--- config.mk ---
export PLATFORM = sky130hd
export DESIGN_NAME = sat_front
export DESIGN_NICKNAME = d
export VERILOG_FILES = /design/src/sat_pkg.sv /design/src/sat_front.sv
export SDC_FILE = /design/constraint.sdc
export NUM_CORES = 1
export LEC_CHECK = 0
export BUFFER_PORTS_ARGS = -buffer_cell sky130_fd_sc_hd__buf_2
export CAP_MARGIN = 20
export CORE_ASPECT_RATIO = 1.2
export CORE_UTILIZATION = 40
export CTS_CLUSTER_SIZE = 40
export DETAILED_ROUTE_END_ITERATION = 10
export PLACE_DENSITY = 0.62
export SETUP_SLACK_MARGIN = 0.02
export SLEW_MARGIN = 10
export SYNTH_ARGS = -nofsm -noshare
export SYNTH_HDL_FRONTEND = slang
export SYNTH_SLANG_ARGS = --single-unit
--- constraint.sdc ---
create_clock -name clk -period 9.4 [get_ports clk]
set_input_delay 1.88 -clock clk [delete_from_list [all_inputs] [get_ports clk]]
set_output_delay 1.88 -clock clk [all_outputs]
set_load 0.05 [all_outputs]
--- src/sat_pkg.sv ---
// Shared types and constants of the summed area table query block.
package sat_pkg;

	localparam int COORD_W   = 7;
	localparam int QCOORD_W  = 6;
	localparam int ELEM_W    = 16;
	localparam int RUN_W     = 22;
	localparam int ENTRY_W   = 28;
	localparam int STATUS_W  = 2;
	localparam int CFG_IDX_W = 1;
	localparam int CFG_W     = 7;
	localparam int CMD_DEPTH = 2;
	localparam int PTR_W     = 1;
	localparam int CNT_W     = 2;

	localparam logic OP_LOAD  = 1'b0;
	localparam logic OP_QUERY = 1'b1;

	localparam logic [CFG_IDX_W-1:0] REG_ROWS = 1'd0;
	localparam logic [CFG_IDX_W-1:0] REG_COLS = 1'd1;

	localparam logic [STATUS_W-1:0] STATUS_OK         = 2'd0;
	localparam logic [STATUS_W-1:0] STATUS_BAD_COORD  = 2'd1;
	localparam logic [STATUS_W-1:0] STATUS_INCOMPLETE = 2'd2;

	localparam logic [1:0] KIND_LOAD  = 2'd0;
	localparam logic [1:0] KIND_QUERY = 2'd1;
	localparam logic [1:0] KIND_ERROR = 2'd2;

	typedef struct packed {
		logic [1:0]          kind;
		logic [STATUS_W-1:0] status;
		logic [COORD_W-1:0]  bot;
		logic [COORD_W-1:0]  top_m1;
		logic [COORD_W-1:0]  right;
		logic [COORD_W-1:0]  left_m1;
		logic                top_zero;
		logic                left_zero;
		logic [RUN_W-1:0]    run_sum;
	} cmd_t;

endpackage

--- src/sat_front.sv ---
// Front end: accepts requests, tracks load position and row sum, checks queries.
module sat_front #(
	parameter int MAX_ROWS      = 64,
	parameter int MAX_COLS      = 64,
	parameter int ELEMENT_WIDTH = 16
) (
	input  logic                           clk,
	input  logic                           arst_n,
	input  logic                           push,
	input  logic                           operation,
	input  logic                           restart_load,
	input  logic signed [sat_pkg::ELEM_W-1:0] element_value,
	input  logic [sat_pkg::QCOORD_W-1:0]   top_row,
	input  logic [sat_pkg::QCOORD_W-1:0]   left_col,
	input  logic [sat_pkg::QCOORD_W-1:0]   bottom_row,
	input  logic [sat_pkg::QCOORD_W-1:0]   right_col,
	input  logic                           cfg_we,
	input  logic [sat_pkg::CFG_IDX_W-1:0]  cfg_index,
	input  logic [sat_pkg::CFG_W-1:0]      cfg_data,
	input  logic                           cmd_full,
	output logic                           cmd_push,
	output sat_pkg::cmd_t                  cmd
);
	import sat_pkg::*;

	localparam int ROW_CAP = (MAX_ROWS < 127) ? MAX_ROWS : 127;
	localparam int COL_CAP = (MAX_COLS < 127) ? MAX_COLS : 127;

	logic [COORD_W-1:0] rows_q, cols_q;
	logic [COORD_W-1:0] load_row_q, load_col_q;
	logic [RUN_W-1:0]   run_q;
	logic               complete_q;

	logic [COORD_W-1:0] eff_rows, eff_cols;
	logic [COORD_W-1:0] row_c, col_c, row_n, col_n;
	logic [RUN_W-1:0]   run_c, run_n, elem22;
	logic               complete_n;
	logic [31:0]        ext;
	logic               accept, in_range, bad;
	logic [COORD_W-1:0] top_e, left_e, bot_e, right_e;

	always_comb begin
		eff_rows = (rows_q == '0) ? COORD_W'(1) :
			(rows_q > COORD_W'(ROW_CAP)) ? COORD_W'(ROW_CAP) : rows_q;
		eff_cols = (cols_q == '0) ? COORD_W'(1) :
			(cols_q > COORD_W'(COL_CAP)) ? COORD_W'(COL_CAP) : cols_q;
	end

	always_comb begin
		ext = 32'($unsigned(element_value));
		for (int k = 0; k < RUN_W; k++) begin
			elem22[k] = (k < ELEMENT_WIDTH) ? ext[k] : ext[ELEMENT_WIDTH-1];
		end
	end

	assign accept = push && !cmd_full;

	always_comb begin
		row_c = restart_load ? '0 : load_row_q;
		col_c = restart_load ? '0 : load_col_q;
		run_c = restart_load ? '0 : run_q;
		complete_n = restart_load ? 1'b0 : complete_q;
		in_range = (row_c < eff_rows) && (col_c < eff_cols);
		run_n = run_c + elem22;
		row_n = row_c;
		col_n = col_c;
		if (in_range) begin
			if (col_c + COORD_W'(1) >= eff_cols) begin
				col_n = '0;
				run_n = '0;
				row_n = row_c + COORD_W'(1);
				if (row_c + COORD_W'(1) >= eff_rows) begin
					complete_n = 1'b1;
				end
			end else begin
				col_n = col_c + COORD_W'(1);
			end
		end else begin
			run_n = run_c;
		end
	end

	always_comb begin
		top_e   = COORD_W'(top_row);
		left_e  = COORD_W'(left_col);
		bot_e   = COORD_W'(bottom_row);
		right_e = COORD_W'(right_col);
		bad = (top_e > bot_e) || (left_e > right_e) ||
			(bot_e >= eff_rows) || (right_e >= eff_cols);
	end

	always_comb begin
		cmd = '0;
		cmd_push = 1'b0;
		if (operation == OP_LOAD) begin
			cmd.kind     = KIND_LOAD;
			cmd.bot      = row_c;
			cmd.right    = col_c;
			cmd.top_zero = (row_c == '0);
			cmd.top_m1   = (row_c == '0) ? '0 : row_c - COORD_W'(1);
			cmd.run_sum  = run_c + elem22;
			cmd_push     = accept && in_range;
		end else begin
			cmd_push = accept;
			if (!complete_q) begin
				cmd.kind   = KIND_ERROR;
				cmd.status = STATUS_INCOMPLETE;
			end else if (bad) begin
				cmd.kind   = KIND_ERROR;
				cmd.status = STATUS_BAD_COORD;
			end else begin
				cmd.kind      = KIND_QUERY;
				cmd.status    = STATUS_OK;
				cmd.bot       = bot_e;
				cmd.right     = right_e;
				cmd.top_zero  = (top_e == '0);
				cmd.left_zero = (left_e == '0);
				cmd.top_m1    = (top_e == '0) ? '0 : top_e - COORD_W'(1);
				cmd.left_m1   = (left_e == '0) ? '0 : left_e - COORD_W'(1);
			end
		end
	end

	always_ff @(posedge clk or negedge arst_n) begin
		if (!arst_n) begin
			rows_q     <= COORD_W'(64);
			cols_q     <= COORD_W'(64);
			load_row_q <= '0;
			load_col_q <= '0;
			run_q      <= '0;
			complete_q <= 1'b0;
		end else if (cfg_we) begin
			unique case (cfg_index)
				REG_ROWS: rows_q <= cfg_data;
				REG_COLS: cols_q <= cfg_data;
				default: ;
			endcase
			load_row_q <= '0;
			load_col_q <= '0;
			run_q      <= '0;
			complete_q <= 1'b0;
		end else if (accept && operation == OP_LOAD) begin
			load_row_q <= row_n;
			load_col_q <= col_n;
			run_q      <= run_n;
			complete_q <= complete_n;
		end
	end

endmodule

==> qor.yml <==
pwr:
  intPower_mw: 0.451
  power.leakage_nw: 3.28
  p_seq_share_pct: 34.8
  power.share.clock_pct: 32.0
  p_sw_share_pct: 35.5
  switchingPower_mw: 0.248
  comb_power_share_pct: 33.2
  powerDensity_nw_per_um2: 111
  vdd_drop_max_uv: 80.0
clock_network:
  cts_buffer_depth: 2
  cts_resized: 0
  cts_buffers: 5
  cts_tree: "done"
  clockRootBuffer: "clkbuf_16"
  clk_pin_slew_ns: 0.08
  post-cts-setup-buffers: 0
  cts_hold_buf: 0
  clk_latency_ns: 0.31
  numClockSinks: 51
  h-tree-depth: 2
sta:
  holdWs_ns: 0.479
  fin_ws_ns: 2.77
  relSlewSlack_pct: 32.7
  slew_violations: 0
  grt_setup_unrepaired: "false"
  setup_viol: 0
  period_share_pct: 70.6
  finalCriticalPeriod_ns: 6.63
  fin_skew_ns: 0.00822
  worst_pin_slew_ns: 1.01
  hold_violations: 0
  fmax_ghz: 0.151
  tns_ns: 0
place:
  numPortBuffers: 111
  numPlacedInstances: 931
  dp_slack_ns: 2.81
  place.gp.congestion: 0.860
  dpl.hpwl_um: 11400
cells_and_area:
  multiInputGateArea_sq_um: 3920
  seqCellArea_sq_um: 1280
  final.fill_count: 1319
  diodes: 0
  syn2layout_area_growth_pct: 16.0
  instances_no_fill: 940
  finish.utilization_pct: 47.7
  nets: 907
  drive_above_1_share_pct: 19.4
worst_setup_path:
  cp_slowest_cell: "buf_2"
  path_cells: "buf_2 -> inv_2 -> nand2_1 -> clkinv_1 -> ha_1 -> o21a_1 -> o31ai_1 -> a21oi_1 -> nor3_2 -> buf_4 -> nor2_1 -> nor2_1 -> buf_2"
  cp-end-kind: "output pin"
  cp-start-kind: "primary input"
  crit_buf_inv: 5
  slowest_delay_ns: 0.51
  worstPathArrival_ns: 4.75
  required_ns: 7.52
  cp_top_family: "buffers and inverters"
  critPathKind: "in -> out"
  worstPathMaxFanout: 30
detailed_routing:
  drc: 0
  firstDrtPassIters: 5
  vias_per_cell: 5.49
  ant_nets: 0
  post_drt_wl_per_cell_um: 15.7
  drt_wl_total_um: 14800
  routed-via-count: 5160
  drtIter0Drc: 309
grt:
  grt_pass1_vias: 5095
  grt-ovfl-total: 0
  grt_pass1_wl_um: 24700
  grt_max_degree: 52
  antenna_found_initial: 0
  grt_usage_pct: 22.1
synth:
  synth_edf_count: 0
  synthFlopType: "dfrtp_1"
  avgSynthCellArea_sq_um: 8.09
  synth-warning-count: 0
  netlist_area_sq_um: 5440
  netlist-cell-type-count: 57
  syn_inst: 673
  syn_nets: 809
  synth-seq-cells: 51
  ys_seq_area_share_pct: 23.5
  ys_async_sr_fraction_pct: 100
floorplanning:
  start_util_pct: 41.1
  ioPinCount: 112
  coreArea_sq_um: 13200
  die_w_um: 108
  dieHeight_um: 130
  die_area_sq_um: 14100
  rows: 46
min_path:
  hold_path_class: "reg -> reg"
status:
  status: "complete, no violations"
job:
  maxCapViolCount: 0
## kinds of logic after synthesis
group	count (synthesis)	synth area share [%]
simple gates	245	21.9
compound gates	185	22.5
fa+ha+maj	81	18.8
buf+inv	61	4.58
flops	51	23.5
xor+xnor	33	5.31
mux	17	3.45
## metal layers
metal	vias to the layer above	global-route usage (%)	routed length, um
met5	-	0	0
met4	0	4.61	242
met3	17	3.60	668
met2	146	39.5	7300
met1	2406	27.7	6580
li1	2591	-	-
## path summary, 6_finish.rpt
| check | startpoint | end | slack (ns) | cells past startpoint |
|---|---|---|---|---|
| worst max-delay path | restart_load | cmd_push | 2.77 | 13 |
| worst min-delay path | run_q[5]$_DFFE_PN0P_ | run_q[5]$_DFFE_PN0P_ | 0.48 | 2 |
| worst max register to register | load_col_q[0]$_DFFE_PN0P_ | load_col_q[3]$_DFFE_PN0P_ | 5.33 | 11 |
| worst min register to register | run_q[5]$_DFFE_PN0P_ | run_q[5]$_DFFE_PN0P_ | 0.48 | 2 |
| max in group asynchronous | arst_n | rows_q[5]$_DFFE_PN0P_ | 7.25 | 2 |
| min in group asynchronous | arst_n | run_q[8]$_DFFE_PN0P_ | 1.68 | 2 |
## synth_stat cells (4+ instances only)
cell type / instances / area [sq um]
and2_1: 6 / 37.5
xor2_1: 14 / 123
nor2b_1: 36 / 225
nor3_1: 10 / 50.1
nand2_1: 85 / 319
o31ai_1: 5 / 37.5
mux2_2: 14 / 158
a31oi_1: 6 / 37.5
a21o_1: 19 / 143
o2bb2ai_1: 6 / 52.6
o21ai_0: 43 / 215
nand3_1: 18 / 90.1
a21oi_1: 43 / 215
o21ai_1: 10 / 50.1
o211ai_1: 5 / 37.5
o21a_1: 6 / 45.0
ha_1: 80 / 1000
nand4_1: 5 / 31.3
nand2b_1: 5 / 31.3
nor2_1: 54 / 203
xnor2_1: 19 / 166
or3_1: 6 / 37.5
and3_1: 5 / 31.3
dfrtp_1: 49 / 1230
inv_1: 34 / 128
clkbuf_1: 17 / 63.8
nor3b_1: 7 / 52.6
a22o_1: 20 / 175
buf_2: 4 / 20.0
## worst reg2reg max path, stage by stage (launching register included)
cell     delay (ns)
dfrtp_1        0.37
nor2b_1        0.37
ha_1           0.34
nand3_1        0.20
nor2_1         0.19
xnor2_1        0.16
ha_1           0.28
a21oi_1        0.16
o21ai_0        0.13
a21oi_1        0.59
nand3_1        0.73
o31ai_1        0.45
## cell usage in the layout, fill, tap and decap left out, types with 5 or more instances in the layout
| cell type | instances |
|---|---|
| o211ai_1 | 5 |
| and3_1 | 5 |
| a22o_1 | 20 |
| a21oi_1 | 43 |
| nand4_1 | 5 |
| o31ai_1 | 5 |
| a21o_1 | 19 |
| xnor2_1 | 19 |
| buf_2 | 111 |
| nor2b_1 | 36 |
| o21ai_1 | 10 |
| or3_1 | 6 |
| and2_1 | 6 |
| o2bb2ai_1 | 6 |
| dfrtp_1 | 49 |
| nor3b_1 | 7 |
| nand2_1 | 85 |
| o21a_1 | 6 |
| a31oi_1 | 6 |
| mux2_2 | 14 |
| nor2_1 | 54 |
| xor2_1 | 14 |
| nand3_1 | 18 |
| clkbuf_16 | 5 |
| ha_1 | 80 |
| nand2b_1 | 5 |
| o21ai_0 | 43 |
| inv_1 | 34 |
| nor3_1 | 10 |
## registers in the layout, indices dropped and copies added, names as in the netlist
register    cells
run_q          22
cols_q          7
load_col_q      7
load_row_q      7
rows_q          7
complete_q      1
## stage by stage
step / instance area [sq um] / total power [mW]
floorplan: 5440 / 0.410
global placement: 6120 / 0.473
detailed placement: 6120 / 0.478
CTS: 6300 / 0.704
global route: 6310 / 0.744
finish: 6310 / 0.699
## final cells by class
| class | count | area share [%] |
|---|---|---|
| tap | 168 | 3.33 |
| sequential | 51 | 20.3 |
| clock inverter | 2 | 0.555 |
| timing repair buffer | 114 | 9.28 |
| inverter | 38 | 2.26 |
| clock buffer | 6 | 2.20 |
| multi-input combinational | 561 | 62.1 |
## power groups by stage
stage               logic (mW)  registers, mW  clock network, mW
floorplan                0.165          0.245                  0
global placement         0.225          0.247                  0
detailed placement       0.231          0.248                  0
CTS                      0.232          0.243              0.228
global route             0.259          0.245              0.239
finish                   0.232          0.243              0.223
Power figures use the tool's default switching activity.
