--- src/sat_pkg.sv ---
// Shared types and constants of the summed area table query block.
package sat_pkg;

	localparam int COORD_W   = 7;
	localparam int QCOORD_W  = 6;
	localparam int ELEM_W    = 16;
	localparam int RUN_W     = 22;
	localparam int ENTRY_W   = 28;
	localparam int STATUS_W  = 2;
	localparam int CFG_IDX_W = 1;
	localparam int CFG_W     = 7;
	localparam int CMD_DEPTH = 2;
	localparam int PTR_W     = 1;
	localparam int CNT_W     = 2;

	localparam logic OP_LOAD  = 1'b0;
	localparam logic OP_QUERY = 1'b1;

	localparam logic [CFG_IDX_W-1:0] REG_ROWS = 1'd0;
	localparam logic [CFG_IDX_W-1:0] REG_COLS = 1'd1;

	localparam logic [STATUS_W-1:0] STATUS_OK         = 2'd0;
	localparam logic [STATUS_W-1:0] STATUS_BAD_COORD  = 2'd1;
	localparam logic [STATUS_W-1:0] STATUS_INCOMPLETE = 2'd2;

	localparam logic [1:0] KIND_LOAD  = 2'd0;
	localparam logic [1:0] KIND_QUERY = 2'd1;
	localparam logic [1:0] KIND_ERROR = 2'd2;

	typedef struct packed {
		logic [1:0]          kind;
		logic [STATUS_W-1:0] status;
		logic [COORD_W-1:0]  bot;
		logic [COORD_W-1:0]  top_m1;
		logic [COORD_W-1:0]  right;
		logic [COORD_W-1:0]  left_m1;
		logic                top_zero;
		logic                left_zero;
		logic [RUN_W-1:0]    run_sum;
	} cmd_t;

endpackage

--- src/sat_cmd_fifo.sv ---
// Short command queue between the front end and the table engine.
module sat_cmd_fifo (
	input  logic          clk,
	input  logic          arst_n,
	input  logic          wr_en,
	input  sat_pkg::cmd_t din,
	output logic          full,
	input  logic          rd_en,
	output sat_pkg::cmd_t dout,
	output logic          empty
);
	import sat_pkg::*;

	cmd_t              slot_q [CMD_DEPTH];
	logic [PTR_W-1:0]  wr_ptr_q, rd_ptr_q;
	logic [CNT_W-1:0]  count_q;
	logic              do_wr, do_rd;

	assign full  = (count_q == CNT_W'(CMD_DEPTH));
	assign empty = (count_q == '0);
	assign dout  = slot_q[rd_ptr_q];
	assign do_wr = wr_en && !full;
	assign do_rd = rd_en && !empty;

	always_ff @(posedge clk) begin
		if (do_wr) begin
			slot_q[wr_ptr_q] <= din;
		end
	end

	always_ff @(posedge clk or negedge arst_n) begin
		if (!arst_n) begin
			wr_ptr_q <= '0;
			rd_ptr_q <= '0;
			count_q  <= '0;
		end else begin
			if (do_wr) begin
				wr_ptr_q <= (wr_ptr_q == PTR_W'(CMD_DEPTH - 1)) ? '0 : wr_ptr_q + PTR_W'(1);
			end
			if (do_rd) begin
				rd_ptr_q <= (rd_ptr_q == PTR_W'(CMD_DEPTH - 1)) ? '0 : rd_ptr_q + PTR_W'(1);
			end
			if (do_wr && !do_rd) begin
				count_q <= count_q + CNT_W'(1);
			end else if (do_rd && !do_wr) begin
				count_q <= count_q - CNT_W'(1);
			end
		end
	end

endmodule

--- config.mk ---
export PLATFORM = sky130hd
export DESIGN_NAME = sat_cmd_fifo
export DESIGN_NICKNAME = d
export VERILOG_FILES = /design/src/sat_pkg.sv /design/src/sat_cmd_fifo.sv
export SDC_FILE = /design/constraint.sdc
export NUM_CORES = 1
export LEC_CHECK = 0
export BUFFER_PORTS_ARGS = -buffer_cell sky130_fd_sc_hd__buf_4
export CORE_ASPECT_RATIO = 1.1
export CORE_MARGIN = 4
export CORE_UTILIZATION = 41
export DETAILED_ROUTE_END_ITERATION = 12
export SYNTH_ARGS = -nofsm -noshare
export SYNTH_HDL_FRONTEND = slang
export SYNTH_SLANG_ARGS = --single-unit
--- constraint.sdc ---
create_clock -name clk -period 5.52 [get_ports clk]
set_clock_uncertainty 0.2 [all_clocks]
set_input_delay 1.104 -clock clk [delete_from_list [all_inputs] [get_ports clk]]
set_output_delay 1.104 -clock clk [all_outputs]
set_load 0.1 [all_outputs]
==> results of run 1 <==
## cell families (layout without fill, tap and decap cells)
family | after synthesis | after routing | synth area share (%)
multiplexers | 56 | 56 | 17.1
adder cells (fa/ha/maj) | 1 | 1 | 0.287
XOR/XNOR | 5 | 5 | 1.01
AO/OA/AOI/OAI | 1 | 1 | 0.115
AND/OR/NAND/NOR | 6 | 6 | 0.632
buffers and inverters | 8 | 153 | 1.44
flip-flops | 116 | 116 | 79.5
## layer usage
layer / GRT usage (%) / part of all wire [%] / routed length, um / up-vias
met2: 20.0 / 50 / 3710 / 81
met4: 6.48 / 1.4 / 101 / 0
met3: 5.58 / 7.9 / 591 / 9
met1: 15.0 / 41 / 3040 / 1050
li1: - / - / - / 1021
met5: 0 / 0 / 0 / -
## per-stage QoR
| step | instance area (sq um) | hold slack, ps | worst slack [ps] | cells |
|---|---|---|---|---|
| global route | 5940 | 272 | 1970 | 481 |
| CTS | 5940 | 275 | 2030 | 481 |
| global placement | 5390 | 313 | 2450 | 449 |
| detailed placement | 5390 | 319 | 2440 | 449 |
| floorplan | 4360 | 261 | 1310 | 193 |
| finish | 5940 | 293 | 2090 | 481 |
## layout make-up
class / instances / area (sq um)
Inverter: 2 / 7.51
Tap cell: 143 / 179
Clock inverter: 7 / 83.8
Fill cell: 825 / 4460
Multi-Input combinational cell: 69 / 841
Clock buffer: 25 / 465
Timing Repair Buffer: 119 / 893
Sequential cell: 116 / 3470
## worst max-delay path, stage by stage (launching register included)
cell and delay [ps]:
dfrtp_4 1030, mux2_2 410, buf_4 230
## state kept, by name, indices dropped and copies added (netlist names)
signal,cells
rd_ptr_q,1
count_q,2
slot_q,112
wr_ptr_q,1
## cell usage in the layout (no fill, tap or decap)
| cell | netlist | routed |
|---|---|---|
| buf_4 | 0 | 119 |
| edfxtp_1 | 112 | 112 |
| mux2_4 | 30 | 30 |
| mux2_2 | 26 | 26 |
| clkbuf_16 | 0 | 17 |
| clkbuf_1 | 0 | 7 |
| clkinv_2 | 0 | 4 |
| xnor2_1 | 3 | 3 |
| dfrtp_1 | 4 | 3 |
| inv_1 | 2 | 2 |
| nor2_1 | 3 | 2 |
| xor2_1 | 2 | 2 |
| bufinv_16 | 0 | 2 |
| nand2b_1 | 1 | 1 |
| nand2_1 | 1 | 1 |
| o21ai_0 | 1 | 1 |
| and3_2 | 0 | 1 |
| nor2_4 | 0 | 1 |
| ha_1 | 1 | 1 |
| clkbuf_8 | 0 | 1 |
| clkinv_1 | 0 | 1 |
| dfrtp_4 | 0 | 1 |
## how the worst max path moves through the flow
stage	from	slack, ps	end
floorplan	wr_en	1310	slot_q[0][0]
global placement	rd_ptr_q	2450	dout[47]
detailed placement	wr_en	2440	slot_q[0][32]
CTS	rd_ptr_q	2030	dout[47]
global route	rd_ptr_q	1970	dout[24]
finish	rd_ptr_q	2090	dout[39]
==> reports/qor.yml, run 1 <==
drt:
  drc: 0
  drt-initial-drc-count: 71
  viasPerCell: 4.49
  wl_per_cell_um: 15.5
  wl_um: 7440
  vias: 2161
  drt.antenna.violating_nets: 0
  dr.pass1.iters: 4
worst_setup_path:
  reg2reg_to: "slot_q[0][21]"
  r2r_setup_slack_ps: 3080
  end_kind: "output port"
  cp-start-kind: "register"
  timing.rr.start: "count_q[0]"
  worstRegToRegCells: 4
  crit_arrival_ps: 2130
  cp_max_fo: 57
  crit_type: "reg2out"
  required_ps: 4220
finish:
  diodes: 0
  final_nets: 386
  finish.utilization_pct: 57.1
  drive_above_1_share_pct: 59.8
  area_delta_synth_final_pct: 36.2
clocking:
  cts_tree: "built"
  path_clk_slew_ps: 50
  clk_latency_ps: 400
  htreeDepth: 4
  postCtsSetupBuffers: 0
  root_buffer: "clkbuf_16"
  cts_num_sinks: 116
  ctsHoldBuffers: 0
  clk_path_buf_depth: 2
  cts_resized: 0
  cts_made_buffers: 17
global_routing:
  grt_overflow_total: 0
  grt_max_degree: 58
  grt_pass1_wl_um: 11400
  groute.usage.overall_pct: 12.7
  grt_pass1_vias: 2302
  antenna_found_initial: 0
yosys:
  yosysMostFrequentCell: "edfxtp_1"
  netlist_instances: 193
  yosys-top-cells-count: "112 x edfxtp_1, 30 x mux2_4, 26 x mux2_2, 4 x buf_6, 4 x dfrtp_1"
  synth_enable_flop_cells: 112
  ys_async_sr_fraction_pct: 3.45
  yosysWarnings: 0
  avgSynthCellArea_sq_um: 22.6
  synth_area_leaders: "edfxtp_1 77%, mux2_4 10%, mux2_2 6.7%"
  synth-seq-area-share_pct: 79.5
  yosys.area.top_type: "edfxtp_1"
  syn_area_sq_um: 4360
  synth_top_area_share_pct: 77.2
  ys_seq_elements: 116
  synth_cell_types: 15
  syn-num-nets: 254
  synth-main-ff-cell: "edfxtp_1"
die:
  die_y_um: 116
  die_area_sq_um: 12300
  coreArea_sq_um: 10400
  start_util_pct: 41.9
  die_w_um: 106
  rows: 39
  io_pins: 118
place:
  hpwl_um: 4700
  gp_congestion: 0.669
  numPortBuffers: 117
timing:
  rsz0062_at_grt: "false"
  hold_violations: 0
  setup-tns-final_ps: 0
  period_share_pct: 62.2
  worst_pin_slew_ps: 948
  drv_slew: 0
  finalCriticalPeriod_ps: 3430
  slew_headroom_pct: 36.8
  setup_violations: 0
  clock.fmax_ghz: 0.291
hold_path:
  hold_class: "in2async"
flow_run:
  max_cap_viol_count: 0
outcome:
  outcome: "finished, final reports clean"
Power of run 1 is not shown: default switching activity piles up to over one toggle a cycle in this logic, so the estimate is an artifact.
==> inputs of run 2 (changes only) <==
Clock period 5.52 ns to 3.39 ns, I/O delays scaled along.
==> run 2 against run 1 <==
  * Register-to-register slack got worse by 1700 ps
  * Core utilization increased by 0.96 points
  * Final cell count increased by 0.83%
  * First-iteration DRC count increased by 48%
  * Clock-buffer cell count decreased by 3
  * Sequential share of layout area decreased by 0.97 points
  * Critical endpoint is now dout[38]
==> reports/qor.yml, run 2 (synthesis results as in run 1) <==
worst_setup_path:
  end_kind: "output port"
  timing.rr.start: "count_q[0]"
  critPathLaunch: "rd_ptr_q"
  cp_max_fo: 34
  cp-start-kind: "register"
  worstRegToRegCells: 4
  required_ps: 2510
  r2r_setup_slack_ps: 1370
  crit_arrival_ps: 2080
  reg2reg_to: "slot_q[0][14]"
  crit_type: "reg2out"
  critPathCapture: "dout[38]"
clocking:
  cts_tree: "built"
  cts_num_sinks: 116
  cts_made_buffers: 17
  clk_path_buf_depth: 2
  htreeDepth: 4
  clk_latency_ps: 400
  root_buffer: "clkbuf_16"
  path_clk_slew_ps: 50
drt:
  drt.antenna.violating_nets: 0
  drc: 0
  wl_um: 7590
  vias: 2180
  dr.pass1.iters: 4
  viasPerCell: 4.49
  wl_per_cell_um: 15.6
  drt-initial-drc-count: 105
hold_path:
  hold_class: "in2reg"
  hp-start: "din[41]"
timing:
  hold_violations: 0
  slew_headroom_pct: 62.5
  finalCriticalPeriod_ps: 2960
  setup_violations: 0
  drv_slew: 0
  rsz0062_at_grt: "false"
  holdWs_ps: 262
  setup-tns-final_ps: 0
  worst_pin_slew_ps: 562
  period_share_pct: 87.3
  clock.fmax_ghz: 0.338
finish:
  mostFrequentLayoutCells: "119 x buf_4, 112 x edfxtp_1, 30 x mux2_4"
  regMostFlops: "slot_q"
  diodes: 0
  final_common_cell: "buf_4"
  area_delta_synth_final_pct: 38.5
  final_nets: 390
  reg_top3: "slot_q: 112 flops, count_q: 2 flops"
  largest_register_ffs: 112
  drive_above_1_share_pct: 61.7
  fillCellCount: 823
outcome:
  outcome: "finished, final reports clean"
place:
  hpwl_um: 4980
  gp_congestion: 0.671
  numPortBuffers: 117
die:
  coreArea_sq_um: 10400
  die_y_um: 116
  die_w_um: 106
  start_util_pct: 41.9
  io_pins: 118
  die_area_sq_um: 12300
  rows: 39
global_routing:
  grt_max_degree: 39
  grt_pass1_wl_um: 11700
  grt_overflow_total: 0
  antenna_found_initial: 0
  grt_pass1_vias: 2364
  groute.usage.overall_pct: 13.0
flow_run:
  max_cap_viol_count: 0
[run 2: cell types whose count changed in the layout (fill, tap and decap cells not counted), sizes merged]
| cell | before | now |
|---|---|---|
| clkinvlp | 0 | 2 |
| buf | 119 | 122 |
| dlygate4sd3 | 0 | 1 |
| clkbuf | 25 | 22 |
| clkinv | 5 | 6 |
[run 2: worst max-delay path: stages, from the launching register on]
cell,delay [ps]
dfrtp_4,770
buf_12,280
mux2_2,360
buf_4,230
[run 2: final cells by class]
cell class	count	area, sq um	area share [%]
tap	143	179	2.96
sequential	116	3470	57.4
clock inverter	10	105	1.74
multi-input combinational	69	841	13.9
clock buffer	22	474	7.85
timing repair buffer	123	963	16.0
inverter	2	7.51	0.124
[run 2: worst min path at each step]
stage | endpoint | slack, ps | cells after the start
3_5_place_dp | count_q[1] | 280 | 1
2_1_floorplan | count_q[0] | 180 | 0
6_report | slot_q[0][41] | 260 | 1
3_3_place_gp | count_q[0] | 280 | 1
5_1_grt | slot_q[1][46] | 230 | 1
4_1_cts | slot_q[1][41] | 240 | 1
[run 2: repair_timing]
item	in CTS	in global routing
gates resized for setup	0	0
endpoints found under the hold margin	4	0
setup buffers	0	0
hold buffers	1	0
[run 2: per-stage QoR]
stage / setup slack (ps) / instances / util (%) / area [sq um]
floorplan: 542 / 193 / - / 4360
CTS: 384 / 485 / 58.1 / 6040
global placement: 833 / 452 / 52.4 / 5450
finish: 432 / 485 / 58.1 / 6040
global route: 325 / 485 / 58.1 / 6040
detailed placement: 823 / 452 / 52.4 / 5450
[run 2: metal layers]
metal,track usage [%],wire length [um]
met1,14.9,3210
met2,20.9,3660
met3,6.58,582
met4,5.61,134
met5,0,0
Power of run 2 is left out for the same reason.
==> inputs of run 3 (changes only) <==
Settings changed: ABC_AREA from default to 1, PLACE_DENSITY from default to 0.65.
==> run 3 against run 2 <==
  * Fmax up 4.6%
  * Worst setup slack gained 130 ps
  * Critical path depth rose by 2
  * Non-clock buffer count is 1 lower
  * Clock-buffer cell count shrank 4
  * Register-to-register slack got worse by 60 ps
  * Design area is 3.3% lower
  * Sequential share of layout area grew 1.9 points
  * Final cell count grew 25%
  * Critical path type unchanged
  * Largest cell class unchanged
==> reports/qor.yml, run 3 <==
worst_setup_path:
  cp-start-kind: "register"
  cp_cell_sequence: "inv_2 > buf_12 > nand2_1 > nand2_1 > buf_4"
  slowest_delay_ps: 400
  crit_path_frequent_cell: "nand2_1"
  required_ps: 2510
  end_kind: "output port"
  cp_max_fo: 39
  crit_arrival_ps: 1950
  cp_slowest_cell: "dfrtp_2"
  crit_type: "reg2out"
yosys:
  yosys-top-cells-count: "177 x nand2_1, 112 x edfxtp_1, 7 x buf_2, 7 x inv_1, 5 x buf_4"
  syn_area_sq_um: 4300
  synth_enable_flop_cells: 112
  yosysWarnings: 0
  ys_async_sr_fraction_pct: 3.45
  avgSynthCellArea_sq_um: 13.3
  ys_seq_elements: 116
  synth_cell_types: 14
  synth-main-ff-cell: "edfxtp_1"
  synth_area_leaders: "edfxtp_1 78%, nand2_1 15%, dfrtp_1 2.3%"
  netlist_instances: 324
  yosysMostFrequentCell: "nand2_1"
  yosys.area.top_type: "edfxtp_1"
  synth-seq-area-share_pct: 80.6
  synth_top_area_share_pct: 78.3
  syn-num-nets: 385
finish:
  regMostFlops: "slot_q"
  reg_top3: "slot_q: 112 flops, count_q: 2 flops"
  fillCellCount: 826
  ff_latch_area_sq_um: 3460
  multi_input_comb_area_sq_um: 737
  final_nets: 514
  area_delta_synth_final_pct: 35.9
  mostFrequentLayoutCells: "177 x nand2_1, 119 x buf_4, 112 x edfxtp_1"
  final_common_cell: "nand2_1"
  largest_register_ffs: 112
  finish.utilization_pct: 58.2
  diodes: 0
  drive_above_1_share_pct: 33.0
global_routing:
  grt-busiest-layer: "met2"
  grt_pass1_vias: 2743
  groute.usage.overall_pct: 14.3
  grt_pass1_wl_um: 13200
  antenna_found_initial: 0
  grt_overflow_total: 0
  use_met2_pct: 22.8
  use_met1_pct: 17.4
  grt_max_degree: 58
  grt_use_met3_pct: 6.12
die:
  coreArea_sq_um: 10000
  die_w_um: 106
  die_area_sq_um: 12200
  die_y_um: 115
  io_pins: 118
  rows: 38
  start_util_pct: 42.8
timing:
  setup_violations: 0
  slew_headroom_pct: 49.4
  setup-tns-final_ps: 0
  worst_pin_slew_ps: 758
  finalCriticalPeriod_ps: 2830
  period_share_pct: 83.4
  clock.fmax_ghz: 0.354
  hold_violations: 0
  drv_slew: 0
  rsz0062_at_grt: "false"
drt:
  dr.pass1.iters: 4
  wl_um: 8460
  wl_per_cell_um: 14.0
  drc: 0
  drt.antenna.violating_nets: 0
  viasPerCell: 4.41
  drt-initial-drc-count: 104
  vias: 2664
flow_run:
  max_cap_viol_count: 0
clocking:
  clk_latency_ps: 490
  path_clk_slew_ps: 60
  ctsHoldBuffers: 1
  htreeDepth: 4
  cts_num_sinks: 116
  cts_made_buffers: 17
  root_buffer: "clkbuf_8"
  cts_resized: 0
  clk_path_buf_depth: 2
  cts_tree: "built"
  postCtsSetupBuffers: 0
outcome:
  outcome: "finished, final reports clean"
place:
  hpwl_um: 5290
  numPortBuffers: 117
  gp_congestion: 0.707
hold_path:
  hold_class: "in2reg"
[run 3: cell types whose count changed in the layout (fill, tap and decap cells not counted), sizes merged, moves of 2 or more]
cell	previous run	this run
bufinv	2	0
inv	2	8
xor2	2	0
mux2	56	0
clkinvlp	2	4
xnor2	3	1
clkinv	6	8
nand2	1	177
clkbuf	22	18
[run 3: metrics by stage]
step                      hold slack [ps]  cell area [sq um]  instances  setup WS [ps]
after detailed placement              275               5340        573           1050
final                                 170               5840        604            563
after global routing                  140               5840        604            441
after floorplan                       182               4300        324           47.5
after CTS                             145               5840        604            546
after global placement                265               5340        573           1080
[run 3: logic make-up (layout without fill, tap and decap cells)]
kind of cell	after synthesis	in the layout	share of synthesized area, %
AO/OA/AOI/OAI	2	2	0.233
flip-flops	116	116	80.6
adder cells (fa/ha/maj)	1	1	0.291
buffers and inverters	20	160	2.39
AND/OR/NAND/NOR	184	184	16.3
XOR/XNOR	1	1	0.204
[run 3: area by class of cell]
type / count / share of cell area, %
repair buffers: 122 / 16.2
inverters: 8 / 0.514
multi-input cells: 188 / 12.6
well taps: 140 / 3.00
clock inverters: 12 / 1.18
flip-flops and latches: 116 / 59.4
clock buffers: 18 / 7.16
[run 3: worst paths after layout]
path | startpoint | to | slack (ps) | depth (start not counted)
worst max-delay path | rd_ptr_q | dout[29] | 560 | 5
min in group asynchronous | arst_n | wr_ptr_q | 320 | 2
max in group asynchronous | arst_n | rd_ptr_q | 2550 | 2
worst max register to register | count_q[1] | slot_q[0][33] | 1310 | 6
worst min register to register | wr_ptr_q | wr_ptr_q | 300 | 2
worst min-delay path | din[44] | slot_q[1][44] | 170 | 1
[run 3: worst max-delay path, delay by kind of cell (launching register included)]
family                 cells  cell delay (ps)
AND/OR/NAND/NOR            2              180
flip-flops                 1              400
buffers and inverters      3              850
[run 3: layer usage]
layer / up-vias / wire length (um) / part of all wire [%]
met2: 88 / 4050 / 48
met3: 8 / 678 / 8.0
li1: 1346 / - / -
met1: 1222 / 3660 / 43
met5: - / 0 / 0
met4: 0 / 74 / 0.88
Power of run 3 is left out for the same reason.
